[config.mk]
export PLATFORM = sky130hd
export DESIGN_NAME = tshb_cfg
export DESIGN_NICKNAME = d
export VERILOG_FILES = /design/src/hdl/tshb_pkg.sv /design/src/hdl/tshb_cfg.sv
export SDC_FILE = /design/constraint.sdc
export NUM_CORES = 1
export LEC_CHECK = 0
export BUFFER_PORTS_ARGS = -buffer_cell sky130_fd_sc_hd__buf_2
export CORE_ASPECT_RATIO = 1.5
export CORE_MARGIN = 2
export CORE_UTILIZATION = 47
export CTS_CLUSTER_DIAMETER = 150
export DETAILED_ROUTE_END_ITERATION = 12
export PLACE_DENSITY = 0.78
export SLEW_MARGIN = 5
export SYNTH_ARGS = -nofsm -noshare
export SYNTH_HDL_FRONTEND = slang
export SYNTH_SLANG_ARGS = --single-unit
[constraint.sdc]
create_clock -name clk -period 1.4 [get_ports clk]
set_input_delay 0.14 -clock clk [delete_from_list [all_inputs] [get_ports clk]]
set_output_delay 0.14 -clock clk [all_outputs]
set_load 0.005 [all_outputs]
[src/hdl/tshb_pkg.sv]
// Shared types and constants for the timed sample history buffer.
package tshb_pkg;

    localparam int COUNT_BITS    = 11;
    localparam int STAMP_BITS    = 64;
    localparam int DATA_BITS     = 64;
    localparam int INDEX_BITS    = 10;
    localparam int MIN_INT_BITS  = 30;
    localparam int MAX_AGE_BITS  = 40;
    localparam int CFG_IDX_BITS  = 2;
    localparam int CFG_DATA_BITS = 40;

    localparam logic [STAMP_BITS-1:0] ONE_SECOND_NS = 64'd1_000_000_000;

    localparam logic [CFG_IDX_BITS-1:0] REG_MIN_INTERVAL = 2'd0;
    localparam logic [CFG_IDX_BITS-1:0] REG_MAX_AGE      = 2'd1;
    localparam logic [CFG_IDX_BITS-1:0] REG_MAX_POINTS   = 2'd2;

    localparam logic [MIN_INT_BITS-1:0] MIN_INTERVAL_RESET = 30'd100_000_000;
    localparam logic [MAX_AGE_BITS-1:0] MAX_AGE_RESET      = 40'd30_000_000_000;
    localparam logic [COUNT_BITS-1:0]   MAX_POINTS_RESET   = 11'd1024;

    typedef enum logic [1:0] {
        CMD_APPEND = 2'd0,
        CMD_EXPIRE = 2'd1,
        CMD_READ   = 2'd2,
        CMD_NOP    = 2'd3
    } cmd_t;

    typedef struct packed {
        cmd_t                  command;
        logic [STAMP_BITS-1:0] stamp_ns;
        logic [DATA_BITS-1:0]  pose_payload;
        logic [INDEX_BITS-1:0] read_index;
    } item_t;

    typedef struct packed {
        logic [MIN_INT_BITS-1:0] min_interval;
        logic [MAX_AGE_BITS-1:0] max_age;
        logic [COUNT_BITS-1:0]   capacity;
    } cfg_t;

    typedef struct packed {
        logic                  ok;
        logic                  cleared;
        logic [COUNT_BITS-1:0] count;
        logic [STAMP_BITS-1:0] path_stamp_ns;
        logic                  read_valid;
        logic [STAMP_BITS-1:0] read_stamp_ns;
        logic [DATA_BITS-1:0]  read_payload;
    } result_t;

endpackage

[src/hdl/tshb_cfg.sv]
// Configuration registers with capacity clamping.
module tshb_cfg #(
    parameter int DEPTH = 1024
) (
    input  logic                            clk,
    input  logic                            rst_n,
    input  logic                            cfg_valid,
    output logic                            cfg_ready,
    input  logic [tshb_pkg::CFG_IDX_BITS-1:0]  cfg_index,
    input  logic [tshb_pkg::CFG_DATA_BITS-1:0] cfg_data,
    output tshb_pkg::cfg_t                  cfg
);
    import tshb_pkg::*;

    localparam logic [COUNT_BITS-1:0] DEPTH_CAP = (DEPTH > 2047) ? 11'd2047 : 11'(DEPTH);

    logic [MIN_INT_BITS-1:0] min_interval_reg;
    logic [MAX_AGE_BITS-1:0] max_age_reg;
    logic [COUNT_BITS-1:0]   max_points_reg;

    assign cfg_ready = 1'b1;

    always_ff @(posedge clk or negedge rst_n)
    begin
        if (!rst_n)
        begin
            min_interval_reg <= MIN_INTERVAL_RESET;
            max_age_reg      <= MAX_AGE_RESET;
            max_points_reg   <= MAX_POINTS_RESET;
        end
        else if (cfg_valid)
        begin
            unique case (cfg_index)
                REG_MIN_INTERVAL: min_interval_reg <= cfg_data[MIN_INT_BITS-1:0];
                REG_MAX_AGE:      max_age_reg      <= cfg_data[MAX_AGE_BITS-1:0];
                REG_MAX_POINTS:   max_points_reg   <= cfg_data[COUNT_BITS-1:0];
                default:          ;
            endcase
        end
    end

    always_comb
    begin
        cfg.min_interval = min_interval_reg;
        cfg.max_age      = max_age_reg;
        if (max_points_reg == '0)
            cfg.capacity = 11'd1;
        else if ({21'd0, max_points_reg} > 32'(DEPTH))
            cfg.capacity = DEPTH_CAP;
        else
            cfg.capacity = max_points_reg;
    end

endmodule

==> run_results.csv <==
group,metric,value,unit
run_status,outcome,"finished, violations left",
run_status,violations,"setup timing",
global_routing,grtUsageMet2,0.306,
drt,dr.first_iter.drc_count,57,
timing,fin_crit,1.50,ns
worst_setup_path,crit_slowest_cell,"dfrtp_1",
timing,fin_skew,0,ns
worst_setup_path,cpLargestDelayFamily,"flip-flops",
global_routing,first_global_vias,2069,
global_routing,grt_use_met3,0.0526,
placed_design,portBuffers,125,
power,total_power,0.00598,W
yosys,syn_inst,191,
clocking,clockRootBuffer,"clkbuf_8",
yosys,synth_top_family_by_area,"multiplexers",
cells_and_area,final_cells,409,
global_routing,grt-busiest-layer,"met2",
floorplanning,die_width,71.5,um
clocking,htree_levels,3,
worst_setup_path,ff2ff_path_depth,2,
floorplanning,die_area,0.00752,sq mm
drt,vias_per_cell,4.88,
clocking,cts.sinks,81,
drt,wl_per_cell,15.6,um
drt,firstDrtPassIters,4,
worst_setup_path,crit_buf_inv,1,
timing,fin_crit_sh,1.07,
timing,hold_violations,0,
yosys,synth_ff_type,"dfrtp_1",
power,p_leak,1.99,nW
cells_and_area,diodes,0,
yosys,synth_common_cells,"mux2_2, dfrtp_1, dfstp_2",
power,p_per_area,1430,mW/mm^2
clocking,clock_path_buffers,2,
yosys,synth-simple-area-share,0.0370,
placed_design,dp_cells,387,
yosys,yosysTopAreaCell,"dfrtp_1",
hold_path,hold-path-cell-count,2,
yosys,muxShareOfSynthArea,0.284,
hold_path,hold_path_class,"input port to register",
cells_and_area,fill_cells,513,
yosys,synth_edf_count,0,
drt,vias,1996,
yosys,yosys-top-cells-area,"dfrtp_1, mux2_2, dfstp_2",
yosys,yosysTopAreaCellShare,0.413,
global_routing,grt_first_pass_wirelength,10300,um
yosys,ys_seq_area_frac,0.642,
global_routing,antenna_found_initial,0,
yosys,synth_cell_types,16,
placed_design,place_congestion,0.724,
drt,drc,0,
yosys,async_flop_share,1.00,
cells_and_area,layout.nets,373,
global_routing,grt_usage,0.179,
placed_design,dp_hpwl,4460,um
yosys,synth_compound_area_frac,0.00312,
floorplanning,fp-row-count,36,
yosys,syn_area,0.00321,sq mm
worst_setup_path,path_cells,"nor4_2 -> a32o_1 -> buf_2",
yosys,yosys.area_share.adder,0,
drt,routed_wl,6370,um
worst_setup_path,end_kind,"primary output",
yosys,synth_xor_area_frac,0,
cells_and_area,largest_reg_flops,40,
floorplanning,start_util,0.488,
worst_setup_path,path_depth,3,
worst_setup_path,start_kind,"register",
timing,finalSetupViolCount,1,
yosys,syn_avg_cell_area,16.8,sq um
flow_run,drv_cap,0,
timing,drv_slew,0,
cells_and_area,area_delta_synth_final,30.2,%
worst_setup_path,crit_fanout,2,
worst_setup_path,arrival,1.36,ns
floorplanning,die_y,105,um
timing,fmax,668,MHz
clocking,numCtsBuffers,9,
global_routing,grt_max_degree,82,
yosys,synth.most_common_cell,"mux2_2",
clocking,clkLatencyLatePin,0.33,ns
yosys,ys_warn_count,0,
worst_setup_path,critPathKind,"register to primary output",
floorplanning,core_area,0.00658,sq mm
yosys,synth-seq-cells,81,
timing,setup_slack,-0.0965,ns
cells_and_area,drive_gt1_frac,0.772,
clocking,cts_tree,"yes",
timing,whs,0.0321,ns
global_routing,met1_usage,0.213,
clocking,clk_pin_slew,0.08,ns
floorplanning,ios,127,
power,vdd_ir_drop_max,1.12,mV
worst_setup_path,max_stage_delay,0.39,ns
yosys,synth_fp_nets,236,
drt,ant_nets,0,
timing,rsz0062_at_grt,"yes",
worst_setup_path,worstPathRequired,1.26,ns
global_routing,grt_overflow_total,0,
==> per-layer routing <==
metal | wire length (um) | vias to the layer above | part of all wire
met5 | 0 | - | 0
met4 | 72 | 0 | 0.011
met3 | 288 | 5 | 0.045
met2 | 3530 | 58 | 0.55
met1 | 2480 | 987 | 0.39
li1 | - | 946 | -
==> per-stage QoR <==
| step | TNS [ns] | util | instance area [sq um] | setup slack (ns) |
|---|---|---|---|---|
| floorplan | 0 | - | 3210 | 0.362 |
| global placement | 0 | 0.596 | 3920 | 0.193 |
| detailed placement | 0 | 0.596 | 3920 | 0.170 |
| CTS | -0.108 | 0.635 | 4180 | -0.108 |
| global route | -0.159 | 0.636 | 4180 | -0.159 |
| finish | -0.0965 | 0.636 | 4180 | -0.0965 |
==> cell usage in the layout, fill, tap and decap left out, types with 2 or more instances in the layout <==
cell type        n
buf_2          124
mux2_2          76
dfrtp_1         53
dfstp_2         28
clkbuf_8        13
nor2b_1          8
mux2_1           5
buf_4            5
dlygate4sd3_1    4
buf_12           3
nor4_2           2
clkinv_2         2
==> cell families after synthesis <==
family / after synthesis
buffers and inverters: 12
flip-flops: 81
multiplexers: 81
AO/OA/AOI/OAI: 1
AND/OR/NAND/NOR: 15
other: 1
==> worst paths after layout <==
check | from | to | slack (ns)
min | cfg_data[37] | max_age_reg[37]$_DFFE_PN0P_ | 0.03
min in group asynchronous | rst_n | max_age_reg[18]$_DFFE_PN0P_ | 0.35
max in group asynchronous | rst_n | min_interval_reg[21]$_DFFE_PN1P_ | 0.66
min reg2reg | max_age_reg[36]$_DFFE_PN0P_ | max_age_reg[36]$_DFFE_PN0P_ | 0.49
max | max_points_reg[2]$_DFFE_PN0P_ | cfg[0] | -0.1
max reg2reg | max_points_reg[2]$_DFFE_PN0P_ | max_points_reg[2]$_DFFE_PN0P_ | 0.51
==> where the power goes <==
part           switching, W  total (W)  internal (W)  leakage (nW)
combinational      0.000499    0.00126      0.000758         0.970
sequential         0.000228    0.00312       0.00289         0.921
clock              0.000763    0.00160      0.000834         0.102
total               0.00149    0.00598       0.00449          1.99
==> cell type report <==
class / instances / area (sq um) / share of cell area
sequential: 81 / 2060 / 0.493
multi-input combinational: 98 / 1060 / 0.253
timing repair buffer: 137 / 769 / 0.184
clock buffer: 14 / 183 / 0.0437
tap: 76 / 95.1 / 0.0227
clock inverter: 2 / 10.0 / 0.00239
inverter: 1 / 3.75 / 0.000897
==> timing repair <==
item / 4_1_cts / 5_1_grt
setup buffers: 2 / 0
gates cloned: 0 / 0
setup endpoints to repair: 6 / 6
hold buffers: 4 / 0
resized for setup: 2 / 2
pin swaps: 2 / 0
endpoints found under the hold margin: 56 / 0
==> worst register-to-register path: cells and delay by family (launching register included) <==
| kind | cells | cell delay (ns) |
|---|---|---|
| muxes | 1 | 0.25 |
| DFF | 1 | 0.39 |
| buffers and inverters | 1 | 0.14 |
(Power assumes the default switching activity.)
