File: src/hdl/tshb_pkg.sv
// Shared types and constants for the timed sample history buffer.
package tshb_pkg;

    localparam int COUNT_BITS    = 11;
    localparam int STAMP_BITS    = 64;
    localparam int DATA_BITS     = 64;
    localparam int INDEX_BITS    = 10;
    localparam int MIN_INT_BITS  = 30;
    localparam int MAX_AGE_BITS  = 40;
    localparam int CFG_IDX_BITS  = 2;
    localparam int CFG_DATA_BITS = 40;

    localparam logic [STAMP_BITS-1:0] ONE_SECOND_NS = 64'd1_000_000_000;

    localparam logic [CFG_IDX_BITS-1:0] REG_MIN_INTERVAL = 2'd0;
    localparam logic [CFG_IDX_BITS-1:0] REG_MAX_AGE      = 2'd1;
    localparam logic [CFG_IDX_BITS-1:0] REG_MAX_POINTS   = 2'd2;

    localparam logic [MIN_INT_BITS-1:0] MIN_INTERVAL_RESET = 30'd100_000_000;
    localparam logic [MAX_AGE_BITS-1:0] MAX_AGE_RESET      = 40'd30_000_000_000;
    localparam logic [COUNT_BITS-1:0]   MAX_POINTS_RESET   = 11'd1024;

    typedef enum logic [1:0] {
        CMD_APPEND = 2'd0,
        CMD_EXPIRE = 2'd1,
        CMD_READ   = 2'd2,
        CMD_NOP    = 2'd3
    } cmd_t;

    typedef struct packed {
        cmd_t                  command;
        logic [STAMP_BITS-1:0] stamp_ns;
        logic [DATA_BITS-1:0]  pose_payload;
        logic [INDEX_BITS-1:0] read_index;
    } item_t;

    typedef struct packed {
        logic [MIN_INT_BITS-1:0] min_interval;
        logic [MAX_AGE_BITS-1:0] max_age;
        logic [COUNT_BITS-1:0]   capacity;
    } cfg_t;

    typedef struct packed {
        logic                  ok;
        logic                  cleared;
        logic [COUNT_BITS-1:0] count;
        logic [STAMP_BITS-1:0] path_stamp_ns;
        logic                  read_valid;
        logic [STAMP_BITS-1:0] read_stamp_ns;
        logic [DATA_BITS-1:0]  read_payload;
    } result_t;

endpackage

File: src/hdl/tshb_ctrl.sv
// Command sequencer: checks, ageing walk over the memory, commit and result register.
module tshb_ctrl #(
    parameter int DEPTH = 1024,
    parameter int PAYLOAD_BITS = 64,
    localparam int AW = $clog2(DEPTH)
) (
    input  logic                    clk,
    input  logic                    rst_n,
    input  logic                    in_valid,
    output logic                    in_ready,
    input  tshb_pkg::item_t         item,
    input  tshb_pkg::cfg_t          cfg,
    output logic                    out_valid,
    input  logic                    out_ready,
    output tshb_pkg::result_t       result,
    output logic                    mem_wr_en,
    output logic [AW-1:0]           mem_wr_addr,
    output logic [63:0]             mem_wr_stamp,
    output logic [PAYLOAD_BITS-1:0] mem_wr_payload,
    output logic                    mem_rd_en,
    output logic [AW-1:0]           mem_rd_addr,
    input  logic [63:0]             mem_rd_stamp,
    input  logic [PAYLOAD_BITS-1:0] mem_rd_payload
);
    import tshb_pkg::*;

    localparam int SW = ((AW > COUNT_BITS) ? AW : COUNT_BITS) + 1;
    localparam logic [SW-1:0] DEPTH_W = SW'(DEPTH);

    typedef enum logic [2:0] {
        ST_IDLE,
        ST_EVAL,
        ST_WALK,
        ST_TRIM,
        ST_COMMIT,
        ST_RDATA,
        ST_EMIT
    } state_t;

    function automatic logic [AW-1:0] slot_add(input logic [AW-1:0] base,
                                               input logic [COUNT_BITS-1:0] offset);
        logic [SW-1:0] sum;
        sum = SW'(base) + SW'(offset);
        if (sum >= DEPTH_W)
            sum = sum - DEPTH_W;
        return sum[AW-1:0];
    endfunction

    state_t                  state_reg, state_next;
    cmd_t                    cmd_reg, cmd_next;
    logic [STAMP_BITS-1:0]   key_reg, key_next;
    logic [DATA_BITS-1:0]    pay_reg, pay_next;
    logic [INDEX_BITS-1:0]   idx_reg, idx_next;
    logic [AW-1:0]           oldest_reg, oldest_next;
    logic [COUNT_BITS-1:0]   count_reg, count_next;
    logic [STAMP_BITS-1:0]   hist_reg, hist_next;
    logic [STAMP_BITS-1:0]   last_reg, last_next;
    logic                    ok_reg, ok_next;
    logic                    cl_reg, cl_next;
    logic                    dropped_reg, dropped_next;
    logic                    rv_reg, rv_next;
    logic [STAMP_BITS-1:0]   rstamp_reg, rstamp_next;
    logic [DATA_BITS-1:0]    rpay_reg, rpay_next;
    logic                    out_valid_reg, out_valid_next;
    result_t                 result_reg, result_next;

    logic                    out_free;
    logic [STAMP_BITS-1:0]   fwd_gap;
    logic [STAMP_BITS-1:0]   back_gap;
    logic [STAMP_BITS-1:0]   jump_limit;
    logic                    big_jump;
    logic                    aged;
    logic [AW-1:0]           oldest_inc;
    logic [COUNT_BITS-1:0]   count_dec;

    assign out_free   = !out_valid_reg || out_ready;
    assign fwd_gap    = key_reg - last_reg;
    assign back_gap   = last_reg - key_reg;
    assign jump_limit = ({24'd0, cfg.max_age} > ONE_SECOND_NS) ? {24'd0, cfg.max_age}
                                                               : ONE_SECOND_NS;
    assign big_jump   = (key_reg < last_reg) && (back_gap > jump_limit);
    assign aged       = (cfg.max_age != '0) && (key_reg > mem_rd_stamp)
                        && ((key_reg - mem_rd_stamp) > {24'd0, cfg.max_age});
    assign oldest_inc = slot_add(oldest_reg, 11'd1);
    assign count_dec  = count_reg - 11'd1;

    assign out_valid      = out_valid_reg;
    assign result         = result_reg;
    assign mem_wr_stamp   = key_reg;
    assign mem_wr_payload = pay_reg[PAYLOAD_BITS-1:0];
    assign mem_wr_addr    = slot_add(oldest_reg, count_reg);

    always_comb
    begin
        state_next     = state_reg;
        cmd_next       = cmd_reg;
        key_next       = key_reg;
        pay_next       = pay_reg;
        idx_next       = idx_reg;
        oldest_next    = oldest_reg;
        count_next     = count_reg;
        hist_next      = hist_reg;
        last_next      = last_reg;
        ok_next        = ok_reg;
        cl_next        = cl_reg;
        dropped_next   = dropped_reg;
        rv_next        = rv_reg;
        rstamp_next    = rstamp_reg;
        rpay_next      = rpay_reg;
        out_valid_next = out_valid_reg;
        result_next    = result_reg;
        mem_wr_en      = 1'b0;
        mem_rd_en      = 1'b0;
        mem_rd_addr    = oldest_reg;
        in_ready       = (state_reg == ST_IDLE) || ((state_reg == ST_EMIT) && out_free);

        if (out_valid_reg && out_ready)
            out_valid_next = 1'b0;

        unique case (state_reg)
            ST_IDLE:
            begin
            end
            ST_EVAL:
            begin
                unique case (cmd_reg)
                    CMD_APPEND:
                    begin
                        if (key_reg == '0)
                            state_next = ST_EMIT;
                        else if ((count_reg != '0) && (key_reg < last_reg))
                        begin
                            if (big_jump)
                            begin
                                oldest_next = '0;
                                count_next  = '0;
                                hist_next   = '0;
                                cl_next     = 1'b1;
                                state_next  = ST_TRIM;
                            end
                            else
                                state_next = ST_EMIT;
                        end
                        else if ((count_reg != '0) && ((key_reg == last_reg)
                                 || (fwd_gap < {34'd0, cfg.min_interval})))
                            state_next = ST_EMIT;
                        else if ((count_reg >= 11'd2) && (cfg.max_age != '0))
                        begin
                            mem_rd_en  = 1'b1;
                            state_next = ST_WALK;
                        end
                        else
                            state_next = ST_TRIM;
                    end
                    CMD_EXPIRE:
                    begin
                        if ((key_reg == '0) || (count_reg == '0))
                            state_next = ST_EMIT;
                        else if (big_jump)
                        begin
                            oldest_next = '0;
                            count_next  = '0;
                            hist_next   = key_reg;
                            ok_next     = 1'b1;
                            cl_next     = 1'b1;
                            state_next  = ST_EMIT;
                        end
                        else if (cfg.max_age != '0)
                        begin
                            mem_rd_en  = 1'b1;
                            state_next = ST_WALK;
                        end
                        else
                            state_next = ST_EMIT;
                    end
                    CMD_READ:
                    begin
                        if ({1'b0, idx_reg} < count_reg)
                        begin
                            mem_rd_en   = 1'b1;
                            mem_rd_addr = slot_add(oldest_reg, {1'b0, idx_reg});
                            state_next  = ST_RDATA;
                        end
                        else
                            state_next = ST_EMIT;
                    end
                    CMD_NOP:
                    begin
                        state_next = ST_EMIT;
                    end
                endcase
            end
            ST_WALK:
            begin
                mem_rd_addr = oldest_inc;
                if (cmd_reg == CMD_APPEND)
                begin
                    if (aged)
                    begin
                        oldest_next = oldest_inc;
                        count_next  = count_dec;
                        if (count_reg >= 11'd3)
                            mem_rd_en = 1'b1;
                        else
                            state_next = ST_TRIM;
                    end
                    else
                        state_next = ST_TRIM;
                end
                else
                begin
                    if (aged)
                    begin
                        oldest_next  = oldest_inc;
                        count_next   = count_dec;
                        dropped_next = 1'b1;
                    end
                    if (aged && (count_reg != 11'd1))
                        mem_rd_en = 1'b1;
                    else
                    begin
                        if (aged || dropped_reg)
                        begin
                            ok_next   = 1'b1;
                            hist_next = (count_next == '0) ? key_reg : last_reg;
                        end
                        state_next = ST_EMIT;
                    end
                end
            end
            ST_TRIM:
            begin
                if (count_reg >= cfg.capacity)
                begin
                    oldest_next = slot_add(oldest_reg, count_reg - cfg.capacity + 11'd1);
                    count_next  = cfg.capacity - 11'd1;
                end
                state_next = ST_COMMIT;
            end
            ST_COMMIT:
            begin
                mem_wr_en  = 1'b1;
                count_next = count_reg + 11'd1;
                hist_next  = key_reg;
                last_next  = key_reg;
                ok_next    = 1'b1;
                state_next = ST_EMIT;
            end
            ST_RDATA:
            begin
                rv_next     = 1'b1;
                rstamp_next = mem_rd_stamp;
                rpay_next   = 64'(mem_rd_payload);
                state_next  = ST_EMIT;
            end
            ST_EMIT:
            begin
                if (out_free)
                begin
                    out_valid_next            = 1'b1;
                    result_next.ok            = ok_reg;
                    result_next.cleared       = cl_reg;
                    result_next.count         = count_reg;
                    result_next.path_stamp_ns = hist_reg;
                    result_next.read_valid    = rv_reg;
                    result_next.read_stamp_ns = rstamp_reg;
                    result_next.read_payload  = rpay_reg;
                    state_next                = ST_IDLE;
                end
            end
            default:
            begin
                state_next = ST_IDLE;
            end
        endcase

        if (in_valid && in_ready)
        begin
            cmd_next     = item.command;
            key_next     = item.stamp_ns;
            pay_next     = item.pose_payload;
            idx_next     = item.read_index;
            ok_next      = 1'b0;
            cl_next      = 1'b0;
            dropped_next = 1'b0;
            rv_next      = 1'b0;
            rstamp_next  = '0;
            rpay_next    = '0;
            state_next   = ST_EVAL;
        end
    end

    always_ff @(posedge clk or negedge rst_n)
    begin
        if (!rst_n)
        begin
            state_reg     <= ST_IDLE;
            cmd_reg       <= CMD_NOP;
            key_reg       <= '0;
            pay_reg       <= '0;
            idx_reg       <= '0;
            oldest_reg    <= '0;
            count_reg     <= '0;
            hist_reg      <= '0;
            last_reg      <= '0;
            ok_reg        <= 1'b0;
            cl_reg        <= 1'b0;
            dropped_reg   <= 1'b0;
            rv_reg        <= 1'b0;
            rstamp_reg    <= '0;
            rpay_reg      <= '0;
            out_valid_reg <= 1'b0;
            result_reg    <= '0;
        end
        else
        begin
            state_reg     <= state_next;
            cmd_reg       <= cmd_next;
            key_reg       <= key_next;
            pay_reg       <= pay_next;
            idx_reg       <= idx_next;
            oldest_reg    <= oldest_next;
            count_reg     <= count_next;
            hist_reg      <= hist_next;
            last_reg      <= last_next;
            ok_reg        <= ok_next;
            cl_reg        <= cl_next;
            dropped_reg   <= dropped_next;
            rv_reg        <= rv_next;
            rstamp_reg    <= rstamp_next;
            rpay_reg      <= rpay_next;
            out_valid_reg <= out_valid_next;
            result_reg    <= result_next;
        end
    end

endmodule

File: config.mk
export PLATFORM = sky130hd
export DESIGN_NAME = tshb_ctrl
export DESIGN_NICKNAME = d
export VERILOG_FILES = /design/src/hdl/tshb_pkg.sv /design/src/hdl/tshb_ctrl.sv
export SDC_FILE = /design/constraint.sdc
export NUM_CORES = 2
export LEC_CHECK = 0
export BUFFER_PORTS_ARGS = -buffer_cell sky130_fd_sc_hd__buf_2
export CAP_MARGIN = 5
export CORE_MARGIN = 8
export CORE_UTILIZATION = 35
export CTS_CLUSTER_SIZE = 24
export DETAILED_ROUTE_END_ITERATION = 10
export HOLD_SLACK_MARGIN = 0.08
export PLACE_DENSITY = 0.63
export SLEW_MARGIN = 40
export SYNTH_ARGS = -nofsm -noshare
export SYNTH_HDL_FRONTEND = slang
export SYNTH_SLANG_ARGS = --single-unit
File: constraint.sdc
create_clock -name clk -period 7.6 [get_ports clk]
set_input_delay 0.76 -clock clk [delete_from_list [all_inputs] [get_ports clk]]
set_output_delay 0.76 -clock clk [all_outputs]
set_load 0.02 [all_outputs]
==> run summary <==
Slew headroom: 40.1%
Layout area overhead: 20.5%
Dpl cells: 7486
Largest family of logic cells by synthesized area: compound AO/OA/AOI/OAI gates
Placer congestion estimate: 0.980
Worst Path Buf+Inv: 4
Crit Path Max Fanout: 11
LEAKAGE: 25.9 nW
Chip Height: 373 um
XOR/XNOR Fraction of Synth Area: 3.65%
Reg2reg end: hist_reg[19]$_DFFE_PN0P_
CP startpoint kind: flip-flop
Chip width: 373 um
CTS tree: yes
TritonCTS Buffers: 77
Vias in the first global route: 42800
Finished Core Util: 42.4%
Async SR Flop Fraction: 100%
Drt wl/cell: 25.1 um
Fraction of layout cells with a size suffix above 1: 23.3%
Delay-heaviest family, CP: compound AO/OA/AOI/OAI gates
Post-route cell area: 0.0538 mm^2
Final hold vios: 0
Fin nets: 6647
Non-Filler Instances: 7651
CP dominant cell by count: buf_4
Detailed Routing Iterations Pass 1: 7
Post-Synth Simple-Gate Area: 16.4%
Syn Inst Count: 5245
Post-synthesis compound-gate area fraction: 20.8%
Hold Crit Class: input port to flip-flop
Pwr Density: 583 mW/mm^2
Seq/Total Area, Yosys: 35.4%
First-pass GRT wire length: 284000 um
Endpoints failing setup: 0
Vias per inst: 5.68
Critical path's slowest cell: dfrtp_1
Post-Syn Area: 0.0447 mm^2
Die ar.: 0.139 mm^2
Reg2Reg Depth: 30
CP Launch Point: mem_wr_stamp[28]$_DFFE_PN0P_
Worst IR drop on VDD: 248 uV
Initial antenna violation count: 15
H-tree levels: 3
R2r setup slk: 0.77 ns
Netlist cell types: 95
Clock Tree Root: clkbuf_16
IO Count: 711
Post-synth EDFFs: 0
Vias: 43500
Core area: 0.127 mm^2
Filler cells: 12800
Post-Synth Adder-Cell Area: 10.6%
Largest net degree at the start of global routing: 163
Max-slew violation count: 0
Crit path depth: 27
Max reg flops: 206
Row Count: 131
CTS Sinks: 631
DRC errors left: 0
CP endpoint: mem_rd_en
Hpwl dp: 154000 um
F_max: 137 MHz
Grt ovf: 0
Antenna viol nets, final: 0
Worst-skew pair later-pin latency: 0.71 ns
Synth Register Bits: 631
Critical Path Max Stage Delay: 0.55 ns
Ys Warns: 0
Worst slew pin tran: 0.891 ns
Dpl cell area: 0.0506 mm^2
Final period util: 96.3%
Synth Area per Inst: 8.52 um^2
Post-layout min period: 7.32 ns
GRT Util Overall: 26.3%
Post-synthesis mux area share: 7.33%
Worst r2r src: mem_wr_stamp[0]$_DFFE_PN0P_
Outcome: complete, no violations
Reg clk slew, reported paths: 0.06 ns
PortBufs: 710
Longest Clk Path Bufs: 3
Worst EP required: 6.84 ns
Max Cap Viol: 0
Initial Util: 35.2%
Dominant synthesized flop cell: dfrtp_1
Worst Skew: 0.0368 ns
Final Power: 31.4 mW
Crit Path Class: flip-flop to primary output
DRT Wirelength: 192000 um
Data arrival time of the critical path: 6.56 ns
Initial DRC count: 3949
Crit. End Element: primary output
Syn_nets: 5972
report_power, final:
group | switching (mW) | leakage, nW | internal, mW
Clock | 1.61 | 1.29 | 2.28
Combinational | 13.8 | 16.4 | 7.77
Sequential | 1.21 | 8.26 | 4.73
layer usage:
metal / GRT usage (%) / up-vias / routed length (um)
met5: 0 / - / 55
met4: 7.66 / 8 / 5770
met3: 4.97 / 288 / 14400
met2: 43.3 / 1791 / 89400
met1: 35.2 / 21400 / 82200
li1: - / 19900 / -
cells in the final DEF (no fill, tap or decap), types with 16 or more instances in the layout:
cell,netlist,final
mux2_2,213,213
buf_4,5,153
nor3_1,68,66
nand2_1,883,878
or3_1,16,16
nand3_1,128,125
o21bai_1,64,63
a21o_1,107,106
nand4_1,120,120
nand2b_1,21,21
clkbuf_1,238,16
clkbuf_16,0,77
and3_1,26,26
o221ai_2,60,61
ha_1,364,353
xnor2_1,128,128
a21oi_1,453,441
o21ai_1,13,21
inv_1,363,361
o211ai_1,19,19
nor4_1,54,45
dfrtp_1,629,623
xor2_1,58,58
o21ai_0,485,475
a211oi_1,31,29
a221oi_1,19,18
buf_2,22,708
and4_1,16,16
a31oi_1,39,37
mux2i_1,85,84
o21a_1,34,34
nor2b_1,20,18
nor2_1,220,218
tightest hold or removal path, stage by stage:
cell and delay (ns):
buf_2 0.09, nand2_1 0.04, nand2_1 0.04
cells by family after synthesis:
logic type / count (synthesis)
buffers and inverters: 651
DFF: 631
and+or+nand+nor: 1628
AOI/OAI and AO/OA: 1475
xor gates and xnor gates: 186
muxes: 300
adders and majority gates: 374
layout make-up:
cell class	count	area [um^2]	area share, %
diodes	8	20.0	0.0372
clock buffers	104	2140	3.97
clock inverters	36	537	0.997
inverters	364	1370	2.54
multi-input cells	3963	26800	49.8
flip-flops and latches	631	15800	29.4
well taps	1662	2080	3.86
repair buffers	883	5090	9.46
synthesized netlist by cell type, drive strengths merged, types with 20 or more instances:
library cell,number,area (um^2)
a31oi,39,244
and3,26,163
nand2,883,3310
nor2b,21,139
nor3,69,350
a211oi,33,258
a21oi,454,2280
nand3,128,641
o221ai,73,1010
buf,49,335
mux2i,85,851
clkbuf,238,893
nor2,220,826
a21o,107,803
nor4,56,372
o21bai,64,480
nand4,120,751
nand2b,21,131
xnor2,128,1120
dfrtp,629,15700
a221oi,20,181
o21a,34,255
xor2,58,508
inv,363,1360
mux2,215,2420
ha,364,4550
o21ai,498,2490
per-stage QoR:
step	setup slack [ns]	hold WS, ns	setup TNS [ns]
global placement	0.189	0.453	0
detailed placement	0.0153	0.457	0
floorplan	1.22	0.459	0
finish	0.283	0.232	0
global route	-0.0190	0.200	-0.0190
CTS	0.0388	0.173	0
how the worst min path moves through the flow:
stage	startpoint	to	slack (ns)	cells after the start
floorplan	rst_n	cl_reg$_DFFE_PN0P_	0.46	0
global placement	mem_wr_payload[30]$_DFFE_PN0P_	mem_wr_payload[30]$_DFFE_PN0P_	0.45	2
detailed placement	mem_wr_payload[27]$_DFFE_PN0P_	mem_wr_payload[27]$_DFFE_PN0P_	0.46	2
CTS	item[139]	cmd_reg[1]$_DFFE_PN1P_	0.17	3
global route	item[28]	mem_wr_payload[18]$_DFFE_PN0P_	0.20	3
finish	item[139]	cmd_reg[1]$_DFFE_PN1P_	0.23	3
what timing repair did:
action | in CTS | in global routing
endpoints found under the hold margin | 37 | 0
hold buffers | 1 | 0
buffers inserted | 5 | 8
gates resized for setup | 25 | 60
pin swaps | 8 | 22
setup endpoints to repair | 1 | 1
cloned | 0 | 0
No activity file was read; power rests on OpenSTA's default activity.
